$ cat src/hdl/slt_pkg.sv
package slt_pkg;

    localparam int LENGTH_BITS_DEF = 16;
    localparam int OUT_LEN_BITS    = 16;
    localparam int RES_SLOTS       = 3;
    localparam int KW_COUNT        = 4;
    localparam int KW_MAX_LEN      = 5;

    typedef enum logic [2:0] {
        MODE_IDLE   = 3'd0,
        MODE_WORD   = 3'd1,
        MODE_NUMBER = 3'd2,
        MODE_STRING = 3'd3,
        MODE_ERROR  = 3'd4
    } mode_t;

    typedef enum logic [1:0] {
        EV_VALUE = 2'd0,
        EV_END   = 2'd1,
        EV_ERROR = 2'd2
    } event_t;

    typedef enum logic [2:0] {
        KIND_IDENT   = 3'd0,
        KIND_KEYWORD = 3'd1,
        KIND_NUMBER  = 3'd2,
        KIND_STRING  = 3'd3,
        KIND_SYMBOL  = 3'd4
    } kind_t;

    typedef enum logic [1:0] {
        ERR_NONE         = 2'd0,
        ERR_UNTERMINATED = 2'd1,
        ERR_UNKNOWN_CHAR = 2'd2
    } err_t;

    typedef struct packed {
        event_t                  ev;
        kind_t                   kind;
        logic [7:0]              value;
        logic [OUT_LEN_BITS-1:0] length;
        err_t                    err;
        logic                    last;
    } result_t;

    // keywords: else, for, if, print
    localparam logic [7:0] KW_TEXT [KW_COUNT][KW_MAX_LEN] = '{
        '{8'h65, 8'h6C, 8'h73, 8'h65, 8'h00},
        '{8'h66, 8'h6F, 8'h72, 8'h00, 8'h00},
        '{8'h69, 8'h66, 8'h00, 8'h00, 8'h00},
        '{8'h70, 8'h72, 8'h69, 8'h6E, 8'h74}
    };
    localparam logic [2:0] KW_LEN [KW_COUNT] = '{3'd4, 3'd3, 3'd2, 3'd5};

    function automatic logic is_letter(input logic [7:0] b);
        return (b >= 8'h61 && b <= 8'h7A) || (b >= 8'h41 && b <= 8'h5A);
    endfunction

    function automatic logic is_digit(input logic [7:0] b);
        return b >= 8'h30 && b <= 8'h39;
    endfunction

    function automatic logic is_space(input logic [7:0] b);
        return b == 8'h20 || (b >= 8'h09 && b <= 8'h0D);
    endfunction

    // = + - , { } ( ) [ ] | & !
    function automatic logic is_symbol(input logic [7:0] b);
        return b == 8'h3D || b == 8'h2B || b == 8'h2D || b == 8'h2C ||
               b == 8'h7B || b == 8'h7D || b == 8'h28 || b == 8'h29 ||
               b == 8'h5B || b == 8'h5D || b == 8'h7C || b == 8'h26 ||
               b == 8'h21;
    endfunction

    function automatic logic [7:0] kw_char(input logic [1:0] k, input logic [2:0] pos);
        logic [7:0] c;
        c = 8'h00;
        if (pos < 3'(KW_MAX_LEN)) begin
            c = KW_TEXT[k][pos];
        end
        return c;
    endfunction

    function automatic result_t make_res(input event_t ev, input kind_t kind,
                                         input logic [7:0] value,
                                         input logic [OUT_LEN_BITS-1:0] length,
                                         input err_t err);
        result_t r;
        r.ev     = ev;
        r.kind   = kind;
        r.value  = value;
        r.length = length;
        r.err    = err;
        r.last   = 1'b0;
        return r;
    endfunction

endpackage

$ cat src/hdl/script_lexer_tokenizer.sv
// channel | ports                                              | dir
// --------+----------------------------------------------------+-----
// source  | s_valid s_ready s_source_byte s_end_of_source      | in
// result  | m_valid m_ready m_event_res m_token_kind           | out
//         | m_value_byte m_token_length m_error_code m_last_of_run |
//
// A byte is classified in the cycle it is accepted; its results appear the next cycle.
// Bytes with zero or one result sustain one per clock while m_ready is high; a byte
// with more results holds the source side while the three-entry result queue drains.
// aresetn (synchronous, active low) returns the lexer to idle and empties the queue.
// A stalled result side stops input as soon as any result waits in the queue.
module script_lexer_tokenizer #(
    parameter int LENGTH_BITS = slt_pkg::LENGTH_BITS_DEF
) (
    input  logic        aclk,
    input  logic        aresetn,
    input  logic        s_valid,
    output logic        s_ready,
    input  logic [7:0]  s_source_byte,
    input  logic        s_end_of_source,
    output logic        m_valid,
    input  logic        m_ready,
    output logic [1:0]  m_event_res,
    output logic [2:0]  m_token_kind,
    output logic [7:0]  m_value_byte,
    output logic [15:0] m_token_length,
    output logic [1:0]  m_error_code,
    output logic        m_last_of_run
);
    import slt_pkg::*;

    result_t    res [RES_SLOTS];
    logic [1:0] res_count;
    logic       accept;
    result_t    head;

    assign accept = s_valid && s_ready;

    slt_lex_core #(
        .LENGTH_BITS (LENGTH_BITS)
    ) u_core (
        .aclk          (aclk),
        .aresetn       (aresetn),
        .accept        (accept),
        .source_byte   (s_source_byte),
        .end_of_source (s_end_of_source),
        .res_o         (res),
        .res_count     (res_count)
    );

    slt_out_queue u_queue (
        .aclk       (aclk),
        .aresetn    (aresetn),
        .load       (accept),
        .load_res   (res),
        .load_count (res_count),
        .can_load   (s_ready),
        .m_valid    (m_valid),
        .m_ready    (m_ready),
        .head       (head)
    );

    assign m_event_res    = head.ev;
    assign m_token_kind   = head.kind;
    assign m_value_byte   = head.value;
    assign m_token_length = head.length;
    assign m_error_code   = head.err;
    assign m_last_of_run  = head.last;

endmodule

$ cat src/hdl/slt_lex_core.sv
module slt_lex_core #(
    parameter int LENGTH_BITS = slt_pkg::LENGTH_BITS_DEF
) (
    input  logic              aclk,
    input  logic              aresetn,
    input  logic              accept,
    input  logic [7:0]        source_byte,
    input  logic              end_of_source,
    output slt_pkg::result_t  res_o [slt_pkg::RES_SLOTS],
    output logic [1:0]        res_count
);
    import slt_pkg::*;

    localparam int EXT_BITS = LENGTH_BITS + OUT_LEN_BITS;
    localparam logic [LENGTH_BITS-1:0] COUNT_MAX = {LENGTH_BITS{1'b1}};

    mode_t                  mode_reg, mode_next;
    logic [KW_COUNT-1:0]    cand_reg, cand_next;
    logic [LENGTH_BITS-1:0] count_reg, count_next;
    result_t                res [RES_SLOTS];
    logic [1:0]             n;
    logic                   do_idle;
    logic                   word_cont;
    kind_t                  fin_kind;

    function automatic logic [LENGTH_BITS-1:0] sat_inc(input logic [LENGTH_BITS-1:0] c);
        return (c == COUNT_MAX) ? c : c + 1'b1;
    endfunction

    function automatic logic [OUT_LEN_BITS-1:0] len_out(input logic [LENGTH_BITS-1:0] c);
        logic [EXT_BITS-1:0] ext;
        ext = EXT_BITS'(c);
        return (ext > EXT_BITS'({OUT_LEN_BITS{1'b1}})) ? {OUT_LEN_BITS{1'b1}}
                                                        : ext[OUT_LEN_BITS-1:0];
    endfunction

    // drop every keyword whose next character does not match
    function automatic logic [KW_COUNT-1:0] kw_update(input logic [KW_COUNT-1:0] cand,
                                                      input logic [LENGTH_BITS-1:0] c,
                                                      input logic [7:0] b);
        logic [KW_COUNT-1:0] nc;
        nc = cand;
        for (int k = 0; k < KW_COUNT; k++) begin
            if (!(c < LENGTH_BITS'(KW_LEN[k]) && kw_char(2'(k), c[2:0]) == b)) begin
                nc[k] = 1'b0;
            end
        end
        return nc;
    endfunction

    function automatic kind_t word_kind(input logic [KW_COUNT-1:0] cand,
                                        input logic [LENGTH_BITS-1:0] c);
        kind_t kd;
        kd = KIND_IDENT;
        for (int k = 0; k < KW_COUNT; k++) begin
            if (cand[k] && c == LENGTH_BITS'(KW_LEN[k])) begin
                kd = KIND_KEYWORD;
            end
        end
        return kd;
    endfunction

    assign word_cont = is_letter(source_byte) || is_digit(source_byte) ||
                       source_byte == 8'h2E || source_byte == 8'h5F;

    always_comb begin
        mode_next  = mode_reg;
        cand_next  = cand_reg;
        count_next = count_reg;
        n          = 2'd0;
        do_idle    = 1'b0;
        for (int i = 0; i < RES_SLOTS; i++) begin
            res[i] = make_res(EV_VALUE, KIND_IDENT, 8'h00, '0, ERR_NONE);
        end
        fin_kind = (mode_reg == MODE_WORD) ? word_kind(cand_reg, count_reg) : KIND_NUMBER;

        case (mode_reg)
            MODE_ERROR: begin
            end
            MODE_WORD: begin
                if (word_cont) begin
                    cand_next  = kw_update(cand_reg, count_reg, source_byte);
                    count_next = sat_inc(count_reg);
                    res[0] = make_res(EV_VALUE, KIND_IDENT, source_byte, '0, ERR_NONE);
                    n = 2'd1;
                end else begin
                    res[0] = make_res(EV_END, fin_kind, 8'h00, len_out(count_reg), ERR_NONE);
                    n = 2'd1;
                    do_idle = 1'b1;
                end
            end
            MODE_NUMBER: begin
                if (is_digit(source_byte)) begin
                    count_next = sat_inc(count_reg);
                    res[0] = make_res(EV_VALUE, KIND_NUMBER, source_byte, '0, ERR_NONE);
                    n = 2'd1;
                end else begin
                    res[0] = make_res(EV_END, fin_kind, 8'h00, len_out(count_reg), ERR_NONE);
                    n = 2'd1;
                    do_idle = 1'b1;
                end
            end
            MODE_STRING: begin
                if (source_byte == 8'h22) begin
                    res[0] = make_res(EV_END, KIND_STRING, 8'h00, len_out(count_reg),
                                      ERR_NONE);
                    mode_next = MODE_IDLE;
                end else begin
                    count_next = sat_inc(count_reg);
                    res[0] = make_res(EV_VALUE, KIND_STRING, source_byte, '0, ERR_NONE);
                end
                n = 2'd1;
            end
            default: begin
                do_idle = 1'b1;
            end
        endcase

        // byte starts fresh; a finished token's end may already sit in slot 0
        if (do_idle) begin
            mode_next  = MODE_IDLE;
            count_next = '0;
            cand_next  = '1;
            if (is_space(source_byte)) begin
            end else if (is_letter(source_byte)) begin
                mode_next  = MODE_WORD;
                cand_next  = kw_update('1, '0, source_byte);
                count_next = LENGTH_BITS'(1);
                res[n] = make_res(EV_VALUE, KIND_IDENT, source_byte, '0, ERR_NONE);
                n = n + 2'd1;
            end else if (is_digit(source_byte)) begin
                mode_next  = MODE_NUMBER;
                count_next = LENGTH_BITS'(1);
                res[n] = make_res(EV_VALUE, KIND_NUMBER, source_byte, '0, ERR_NONE);
                n = n + 2'd1;
            end else if (source_byte == 8'h22) begin
                mode_next = MODE_STRING;
            end else if (is_symbol(source_byte)) begin
                res[n] = make_res(EV_VALUE, KIND_SYMBOL, source_byte, '0, ERR_NONE);
                res[n + 2'd1] = make_res(EV_END, KIND_SYMBOL, 8'h00,
                                         OUT_LEN_BITS'(1), ERR_NONE);
                n = n + 2'd2;
            end else begin
                res[n] = make_res(EV_ERROR, KIND_IDENT, source_byte, '0, ERR_UNKNOWN_CHAR);
                n = n + 2'd1;
                mode_next = MODE_ERROR;
            end
        end

        // close whatever is open at end of source, then back to reset state
        if (end_of_source) begin
            if (mode_next == MODE_WORD || mode_next == MODE_NUMBER) begin
                res[n] = make_res(EV_END,
                                  (mode_next == MODE_WORD) ? word_kind(cand_next, count_next)
                                                           : KIND_NUMBER,
                                  8'h00, len_out(count_next), ERR_NONE);
                n = n + 2'd1;
            end else if (mode_next == MODE_STRING) begin
                res[n] = make_res(EV_ERROR, KIND_STRING, 8'h00, '0, ERR_UNTERMINATED);
                n = n + 2'd1;
            end
            mode_next  = MODE_IDLE;
            count_next = '0;
            cand_next  = '1;
        end

        if (n != 2'd0) begin
            res[n - 2'd1].last = 1'b1;
        end
    end

    always_ff @(posedge aclk) begin
        if (!aresetn) begin
            mode_reg  <= MODE_IDLE;
            cand_reg  <= '1;
            count_reg <= '0;
        end else if (accept) begin
            mode_reg  <= mode_next;
            cand_reg  <= cand_next;
            count_reg <= count_next;
        end
    end

    assign res_o     = res;
    assign res_count = n;

`ifndef SYNTHESIS
    a_error_silent: assert property (@(posedge aclk) disable iff (!aresetn)
        (accept && mode_reg == MODE_ERROR && !end_of_source) |-> (n == 2'd0))
        else $error("lexer produced results while in error mode");

    a_eos_resets: assert property (@(posedge aclk) disable iff (!aresetn)
        (accept && end_of_source) |=> (mode_reg == MODE_IDLE && count_reg == '0 &&
                                       cand_reg == '1))
        else $error("state not cleared after end of source");
`endif

endmodule

$ cat src/hdl/slt_out_queue.sv
module slt_out_queue (
    input  logic              aclk,
    input  logic              aresetn,
    input  logic              load,
    input  slt_pkg::result_t  load_res [slt_pkg::RES_SLOTS],
    input  logic [1:0]        load_count,
    output logic              can_load,
    output logic              m_valid,
    input  logic              m_ready,
    output slt_pkg::result_t  head
);
    import slt_pkg::*;

    result_t    q_reg [RES_SLOTS];
    result_t    q_next [RES_SLOTS];
    logic [1:0] cnt_reg, cnt_next;
    logic       pop;

    assign m_valid  = cnt_reg != 2'd0;
    assign pop      = m_valid && m_ready;
    // a new item may land as the last queued result leaves
    assign can_load = (cnt_reg == 2'd0) || (cnt_reg == 2'd1 && m_ready);
    assign head     = q_reg[0];

    always_comb begin
        q_next   = q_reg;
        cnt_next = cnt_reg;
        if (load) begin
            q_next   = load_res;
            cnt_next = load_count;
        end else if (pop) begin
            for (int i = 0; i < RES_SLOTS - 1; i++) begin
                q_next[i] = q_reg[i + 1];
            end
            cnt_next = cnt_reg - 2'd1;
        end
    end

    always_ff @(posedge aclk) begin
        if (!aresetn) begin
            cnt_reg <= 2'd0;
        end else begin
            cnt_reg <= cnt_next;
        end
        q_reg <= q_next;
    end

`ifndef SYNTHESIS
    a_last_only_at_tail: assert property (@(posedge aclk) disable iff (!aresetn)
        (cnt_reg > 2'd1) |-> !q_reg[0].last)
        else $error("last_of_run set ahead of queued results");

    a_single_is_last: assert property (@(posedge aclk) disable iff (!aresetn)
        (cnt_reg == 2'd1) |-> q_reg[0].last)
        else $error("final queued result lacks last_of_run");

    a_no_overwrite: assert property (@(posedge aclk) disable iff (!aresetn)
        load |-> (cnt_reg == 2'd0 || (cnt_reg == 2'd1 && pop)))
        else $error("queue loaded while results still pending");
`endif

endmodule

$ cat config.mk
export PLATFORM = sky130hd
export DESIGN_NAME = script_lexer_tokenizer
export DESIGN_NICKNAME = d
export VERILOG_FILES = /design/src/hdl/slt_pkg.sv /design/src/hdl/script_lexer_tokenizer.sv /design/src/hdl/slt_lex_core.sv /design/src/hdl/slt_out_queue.sv
export SDC_FILE = /design/constraint.sdc
export NUM_CORES = 1
export LEC_CHECK = 0
export ABC_CLOCK_PERIOD_IN_PS = 4800
export BUFFER_PORTS_ARGS = -buffer_cell sky130_fd_sc_hd__buf_2
export CAP_MARGIN = 15
export CORE_ASPECT_RATIO = 1.75
export CORE_MARGIN = 10
export CORE_UTILIZATION = 40
export CTS_CLUSTER_DIAMETER = 30
export CTS_CLUSTER_SIZE = 30
export DETAILED_ROUTE_END_ITERATION = 8
export PLACE_DENSITY_LB_ADDON = 0.2
export SLEW_MARGIN = 10
export SYNTH_ARGS = -nofsm -noshare
export SYNTH_HDL_FRONTEND = slang
export SYNTH_HIERARCHICAL = 1
export SYNTH_SLANG_ARGS = --single-unit
export TNS_END_PERCENT = 5
$ cat constraint.sdc
create_clock -name aclk -period 4.8 [get_ports aclk]
set_clock_uncertainty 0.05 [all_clocks]
set_input_delay 0.96 -clock aclk [delete_from_list [all_inputs] [get_ports aclk]]
set_output_delay 0.96 -clock aclk [all_outputs]
set_load 0.01 [all_outputs]
Yosys cells after proc, flatten, opt, wreduce, memory -nomap -nowiden

Memory sizes are Yosys's and may differ from the RTL's.
Index checks and enable logic that the tools add are counted.

$add $sub $neg: 6
$lt $le $gt $ge: 22
Equal/unequal tests: 42
Mux-type cells: 122
Bitwise operators: 11
Reductions and logical operators: 48

Operator list:

| operator                                                               | count |
|---|---|
| 96-bit two-way mux                                                     | 10 |
| 96-bit bitwise mux                                                     | 6 |
| 32-bit demux with 2-bit select                                         | 4 |
| 8-bit two-way mux                                                      | 32 |
| 16-bit two-way mux                                                     | 8 |
| 64-bit two-way mux                                                     | 2 |
| 32-bit two-way mux                                                     | 3 |
| 32-bit one-hot mux with 3 select lines                                 | 1 |
| 31-bit two-way mux                                                     | 3 |
| 8-bit by 6-bit == test with 1-bit output (second input constant)       | 11 |
| 87-bit bitwise AND                                                     | 1 |
| 87-bit inverter                                                        | 1 |
| 84-bit bitwise AND                                                     | 1 |
| 84-bit inverter                                                        | 1 |
| 16-bit by 2-bit == test with 1-bit output (second input constant)      | 4 |
| 16-bit by 3-bit == test with 1-bit output (second input constant)      | 4 |
| 8-bit == test                                                          | 8 |
| 8-bit by 7-bit == test with 1-bit output (second input constant)       | 6 |
| 3-bit two-way mux                                                      | 16 |
| 16-bit one-hot mux with 3 select lines                                 | 1 |
| 16-bit by 2-bit < comparator with 1-bit output (second input constant) | 2 |
| 16-bit by 3-bit < comparator with 1-bit output (second input constant) | 2 |
| 4-bit two-way mux                                                      | 6 |
| 1-bit logical AND                                                      | 23 |
| 33 further kinds                                                       | 95 |

Register bits: 121
Bits in read-only memories: 256
Input port bits: 13
Output and inout port bits: 34
Logic and storage cells: 277
Memories kept: 4

Memories:

| name            | words | width | rd ports | clocked after memory_dff | write ports | RTL line      | source |
|---|---|---|---|---|---|---|---|
| (no name shown) | 8     | 8     | 1        | 0                        | 0           | slt_pkg.sv:79 | `c = KW_TEXT[k][pos];` |
| (no name shown) | 8     | 8     | 1        | 0                        | 0           | slt_pkg.sv:79 |  |
| (no name shown) | 8     | 8     | 1        | 0                        | 0           | slt_pkg.sv:79 |  |
| (no name shown) | 8     | 8     | 1        | 0                        | 0           | slt_pkg.sv:79 |  |

Depth between registers and ports, before layout

Gate-level depths: netlist of run 1.

Depth after elaboration: 32
Gate-level depth with buffers: 19
Depth with buffers taken out: 15

Modules after synthesis

Netlist of run 1, hierarchy kept.

Modules (own cells, without submodules):

| module                 | instances | cells each | area each (um2) | sequential area each (um2) |
|---|---|---|---|---|
| slt_out_queue          | 1         | 218        | 4,150.2         | 2,922.8 |
| slt_lex_core           | 1         | 582        | 3,724.8         | 460.4 |
| script_lexer_tokenizer | 1         | 1          | 6.3             | 0.0 |

Worst setup path after synthesis of run 1

OpenSTA, ideal clock, no wires.

Path type: in2reg
Start point: input s_source_byte[4]
End point: register u_queue.q_reg (netlist bit u_queue/head[4]) (data pin)
Setup time: 0.260 ns
Arrival time: 4.404 ns
Data required time: 4.490 ns
Slack: 0.085 ns
Cell stages on the path: 15
Cells stage by stage: or4b_1 a221o_1 o211a_2 o211ai_2 or2_1 buf_2 mux2i_1 a222oi_1 inv_1 ha_1 nand2_1 or2_2 clkbuf_1 a2bb2o_1 mux2_4

RTL lines:

| item                   | RTL line                     | source |
|---|---|---|
| start: declaration     | script_lexer_tokenizer.sv:19 | `input logic [7:0] s_source_byte,` |
| end signal: assignment | slt_out_queue.sv:45          | `q_reg <= q_next;` |
| end: declaration       | slt_out_queue.sv:14          | `result_t q_reg [RES_SLOTS];` |

==> metrics.txt, run 1 <==
Power Density=401 nW/um2; maximum fanout along the worst path=13; Clock power frac=35.5%; Final Setup Violations=0; total power=3570 uW; Final Max Tran Viols=0; top-area cell type share of the netlist area=36.6%; Slew headroom=20.3%; R2R Path Start=u_core/count_reg[2]; DP Area=8320 um2; CTS tree=done; CTS max path bufs=2; synthesized cell area=7880 um2; Fmax achieved=231 MHz; residual DRC count=0; Post-CTS Hold Buffers=0; total congestion overflow=0; Seq/Total Area, Yosys=42.9%; # diodes=0; routability cong.=0.912; Synth Flop Type=edfxtp_1; cts repair resizes=0; maxcap violations=0; Final Cycle Share=90.1%; HP Class=flop to flop; critical setup path kind=input pin to flop; worst vdd ir=0.290 mV; R2R depth=10; Area growth syn-to-layout=13.0%; clock slew at reported path FFs=0.06 ns; Yosys reg bits=121; total number of vias=6154; Final ANT Viol Nets=0; most used routing layer=met2; die footprint=25900 um2; clk_lat worst skew=0.42 ns; synth top area cells=edfxtp_1 37%, dfxtp_1 6.4%, mux2_2 6.0%; Final min period=4.32 ns; drt pass-1 iters=5; critical path launch point=s_source_byte[2]; Cells after DPL=1056; Net Sw Frac=27.3%; Core ar.=19300 um2; CP required=4.90 ns; reg2reg end=u_queue/q_reg[59]; leakage dissipation=0.00338 uW; met2 Use GR=31.6%; non-filler instance count after layout=1088; count leader, synth=edfxtp_1; initial antenna violation count=0; hold wc startpoint=u_queue/q_reg[31]; Fillers=1852; fin area=8910 um2; register share of total power=41.8%; GR Util met1=17.4%; synthesized area per cell=9.84 um2; GRT Total Usage=16.7%; CTS Root Cell=clkbuf_16; synth warn=6; Yosys cell types=77; chip width=126 um; die height=206 um; most frequent cells after synthesis=96 x edfxtp_1, 82 x nor2_1, 54 x nand2_1, 43 x buf_4, 42 x mux2_2; outcome=completed; layout cells sized above 1=25.6%; # IOs=47; nets=865; Starting DRT DRC Count=388; Mapped Cells=801; RSZ-0062 raised after global routing=no; first-pass GRT wire length=34.7 mm; max reg flops=64; dpl hpwl=16.2 mm; Rows=67; final hold vios=0; flop2flop setup slack=0.69 ns; via density per instance=5.66; Reg area=3380 um2; M3 GR Usage=3.14%; TritonCTS buffer count=17; setup TNS=0 ns; pin count of the biggest net entering global routing=122; Clock Sinks=121; IO Port Bufs=46; drt wl/cell=20.0 um; Initial Util=40.9%; footprint of the multi-input gates=3850 um2; Net Switching=976 uW; Post-synth EDFFs=96; Slew @ Worst Pin=1.19 ns; fraction of registers with async set/reset=0%; vias in the first global route=6317; Synth area leader=edfxtp_1; crit path launch type=input pin; post-CTS setup buffer count=0; CP Capture Type=flop; CP endpoint=u_queue/head[12]; Internal=2600 uW; final wirelength=21.7 mm; Worst EP arrival=4.43 ns; Comb pwr share=22.7%; H-tree depth=4
-- worst max-delay path, stage by stage --
cell      delay [ns]
buf_2           0.17
or4_1           0.56
o22ai_2         0.22
o211a_2         0.23
o211ai_2        0.12
or2_1           0.29
mux2i_1         0.14
a222oi_1        0.10
inv_1           0.14
ha_1            0.20
nand2_1         0.12
buf_4           0.21
o21ai_0         0.23
nor2_1          0.13
a2bb2o_1        0.31
mux2_4          0.26
-- placed cells by master (no fill, tap or decap), drive strengths merged, types with 19 or more instances in the layout --
cell,count
buf,98
edfxtp,96
nor2,82
mux2,70
nand2,54
and2,40
inv,37
o21ai,31
o22ai,30
nor3,28
dfxtp,25
clkbuf,19
-- metrics by stage --
| step | utilization, % | hold slack, ns | worst slack, ns |
|---|---|---|---|
| after floorplan | - | 0.424 | 0.0854 |
| after global placement | 43.2 | 0.474 | 0.115 |
| after detailed placement | 43.2 | 0.479 | 0.0949 |
| after CTS | 46.2 | 0.492 | 0.529 |
| after global routing | 46.2 | 0.504 | 0.246 |
| final | 46.2 | 0.494 | 0.477 |
-- layer usage --
metal	wire (um)	vias up	share of wire (%)
met4	685	0	3.2
met1	8400	2991	39
met3	792	42	3.6
met2	11800	169	55
li1	-	2952	-
met5	0	-	0
-- worst min path at each step --
stage,endpoint,cells after the start,slack [ns]
6_report,u_queue/q_reg[63],1,0.49
5_1_grt,u_queue/q_reg[63],1,0.50
4_1_cts,u_queue/q_reg[63],1,0.49
2_1_floorplan,u_core/cand_reg[2],2,0.42
3_3_place_gp,u_core/cand_reg[2],2,0.47
3_5_place_dp,u_core/cand_reg[2],2,0.48
-- power groups by stage --
stage          logic (uW)  registers, uW  clock network [uW]
3_5_place_dp          822           1520                   0
2_1_floorplan         672           1500                   0
6_report              809           1490                1270
3_3_place_gp          804           1510                   0
5_1_grt               876           1520                1350
4_1_cts               823           1500                1290
-- cells by family (layout without fill, tap and decap cells) --
group           count (synthesis)  in the layout  share of synthesized area, %
flops                         121            121                          42.9
simple gates                  288            288                          18.5
buf+inv                       130            168                          8.65
compound gates                158            158                          14.0
xor+xnor                       12             12                          1.33
mux                            73             73                          11.7
other cells                     1              9                        0.0476
fa+ha+maj                      18             18                          2.86
-- cell type report --
| type | instances | area share, % |
|---|---|---|
| multi-input combinational | 558 | 43.2 |
| timing repair buffer | 98 | 7.25 |
| sequential | 121 | 38.0 |
| clock buffer | 19 | 4.86 |
| tap | 241 | 3.38 |
| inverter | 38 | 1.60 |
| clock inverter | 13 | 1.73 |
Power figures use the tool's default switching activity.
==> run 2: changes to the inputs <==
--- a/config.mk
+++ b/config.mk
@@ -5,7 +5,6 @@
 export SDC_FILE = /design/constraint.sdc
 export NUM_CORES = 1
 export LEC_CHECK = 0
-export ABC_CLOCK_PERIOD_IN_PS = 4800
 export BUFFER_PORTS_ARGS = -buffer_cell sky130_fd_sc_hd__buf_2
 export CAP_MARGIN = 15
 export CORE_ASPECT_RATIO = 1.75
@@ -14,6 +13,7 @@
 export CTS_CLUSTER_DIAMETER = 30
 export CTS_CLUSTER_SIZE = 30
 export DETAILED_ROUTE_END_ITERATION = 8
+export MAX_ROUTING_LAYER = met4
 export PLACE_DENSITY_LB_ADDON = 0.2
 export SLEW_MARGIN = 10
 export SYNTH_ARGS = -nofsm -noshare
==> metrics.txt, run 2 (same netlist as run 1, synthesis figures left out) <==
Worst EP arrival=4.70 ns; worst vdd ir=0.228 mV; IO Port Bufs=46; CP required=5.05 ns; Slew @ Worst Pin=1.16 ns; most common cell after layout, fill and taps aside=edfxtp_1; via density per instance=5.71; die footprint=25900 um2; clock slew at reported path FFs=0.06 ns; vias in the first global route=6419; H-tree depth=4; Core ar.=19300 um2; total number of vias=6209; cts repair resizes=0; drt wl/cell=20.3 um; Starting DRT DRC Count=429; maxcap violations=0; Final Cycle Share=92.8%; # diodes=0; Post-CTS Hold Buffers=0; Slew headroom=22.9%; clk_lat worst skew=0.42 ns; CTS tree=done; CTS max path bufs=2; leakage dissipation=0.00336 uW; Rows=67; drt pass-1 iters=5; RSZ-0062 raised after global routing=no; max reg flops=64; Final ANT Viol Nets=0; CTS Root Cell=clkbuf_16; dpl hpwl=16.2 mm; TritonCTS buffer count=17; Final Setup Violations=0; layout cells sized above 1=25.7%; HP Class=flop to flop; Area growth syn-to-layout=12.6%; most frequent cells in the layout=96 x edfxtp_1, 82 x nor2_1, 54 x nand2_1; Fmax achieved=224 MHz; CP Capture Type=flop; initial antenna violation count=0; Final min period=4.46 ns; setup TNS=0 ns; Min Hold Slack=0.470 ns; die height=206 um; final wirelength=22.1 mm; routability cong.=0.918; pin count of the biggest net entering global routing=76; Clock Sinks=121; Final Max Tran Viols=0; final hold vios=0; maximum fanout along the worst path=8; Initial Util=40.9%; outcome=completed; critical setup path kind=input pin to flop; residual DRC count=0; post-CTS setup buffer count=0; total congestion overflow=0; first-pass GRT wire length=35.1 mm; crit path launch type=input pin; # IOs=47; Power Density=395 nW/um2; Fillers=1855; nets=865; GRT Total Usage=17.4%; chip width=126 um
[run 2: changes by cell type in the layout (fill, tap and decap cells not counted)]
cell | previous run | this run
bufinv_16 | 3 | 1
clkinvlp_4 | 3 | 6
clkbuf_1 | 2 | 0
inv_6 | 0 | 2
clkinv_1 | 2 | 3
clkinv_2 | 4 | 2
[run 2: layer usage]
metal / track usage, % / share of wire [%]
met5: - / 0
met4: 8.49 / 3.0
met3: 2.83 / 3.6
met2: 31.8 / 55
met1: 17.6 / 39
[run 2: final cells by class]
| class | count | area [um2] | share of cell area (%) |
|---|---|---|---|
| Multi-Input combinational cell | 558 | 3850 | 43.4 |
| Tap cell | 241 | 302 | 3.40 |
| Timing Repair Buffer | 98 | 646 | 7.27 |
| Sequential cell | 121 | 3380 | 38.1 |
| Inverter | 38 | 143 | 1.61 |
| Clock inverter | 15 | 128 | 1.44 |
| Clock buffer | 17 | 425 | 4.79 |
[run 2: per-stage QoR]
stage | utilization [%] | power, uW | instance area (um2) | setup WS [ns] | std cells
after floorplan | - | 2170 | 7910 | 0.0854 | 809
after global placement | 43.2 | 2310 | 8320 | -0.0938 | 1056
after detailed placement | 43.2 | 2340 | 8320 | -0.136 | 1056
after CTS | 46.0 | 3550 | 8870 | 0.301 | 1088
after global routing | 46.0 | 3660 | 8870 | 0.237 | 1088
final | 46.0 | 3510 | 8870 | 0.344 | 1088
[run 2: path summary, 6_finish.rpt]
| kind | from | end | slack [ns] | depth (start not counted) |
|---|---|---|---|---|
| max | s_source_byte[4] | u_queue/head[27] | 0.34 | 12 |
| min | u_core/cand_reg[2] | u_core/cand_reg[2] | 0.47 | 2 |
| max reg2reg | u_core/count_reg[2] | u_queue/head[27] | 0.46 | 10 |
| min reg2reg | u_core/cand_reg[2] | u_core/cand_reg[2] | 0.47 | 2 |
[run 2: report_power, final]
group          leakage, uW  switching [uW]  internal (uW)
sequential         0.00116            60.9           1430
combinational      0.00194             453            353
clock             0.000253             502            708
[run 2: critical path, cell delays in order]
cell and delay [ns]:
buf_2 0.14, or4b_1 0.57, a221o_1 0.43, o211a_2 0.17, buf_4 0.17, o21ai_2 0.21
o21ai_1 0.12, or4b_1 0.53, nor4bb_1 0.36, or4b_4 0.57, a21oi_1 0.25, mux2_2 0.21
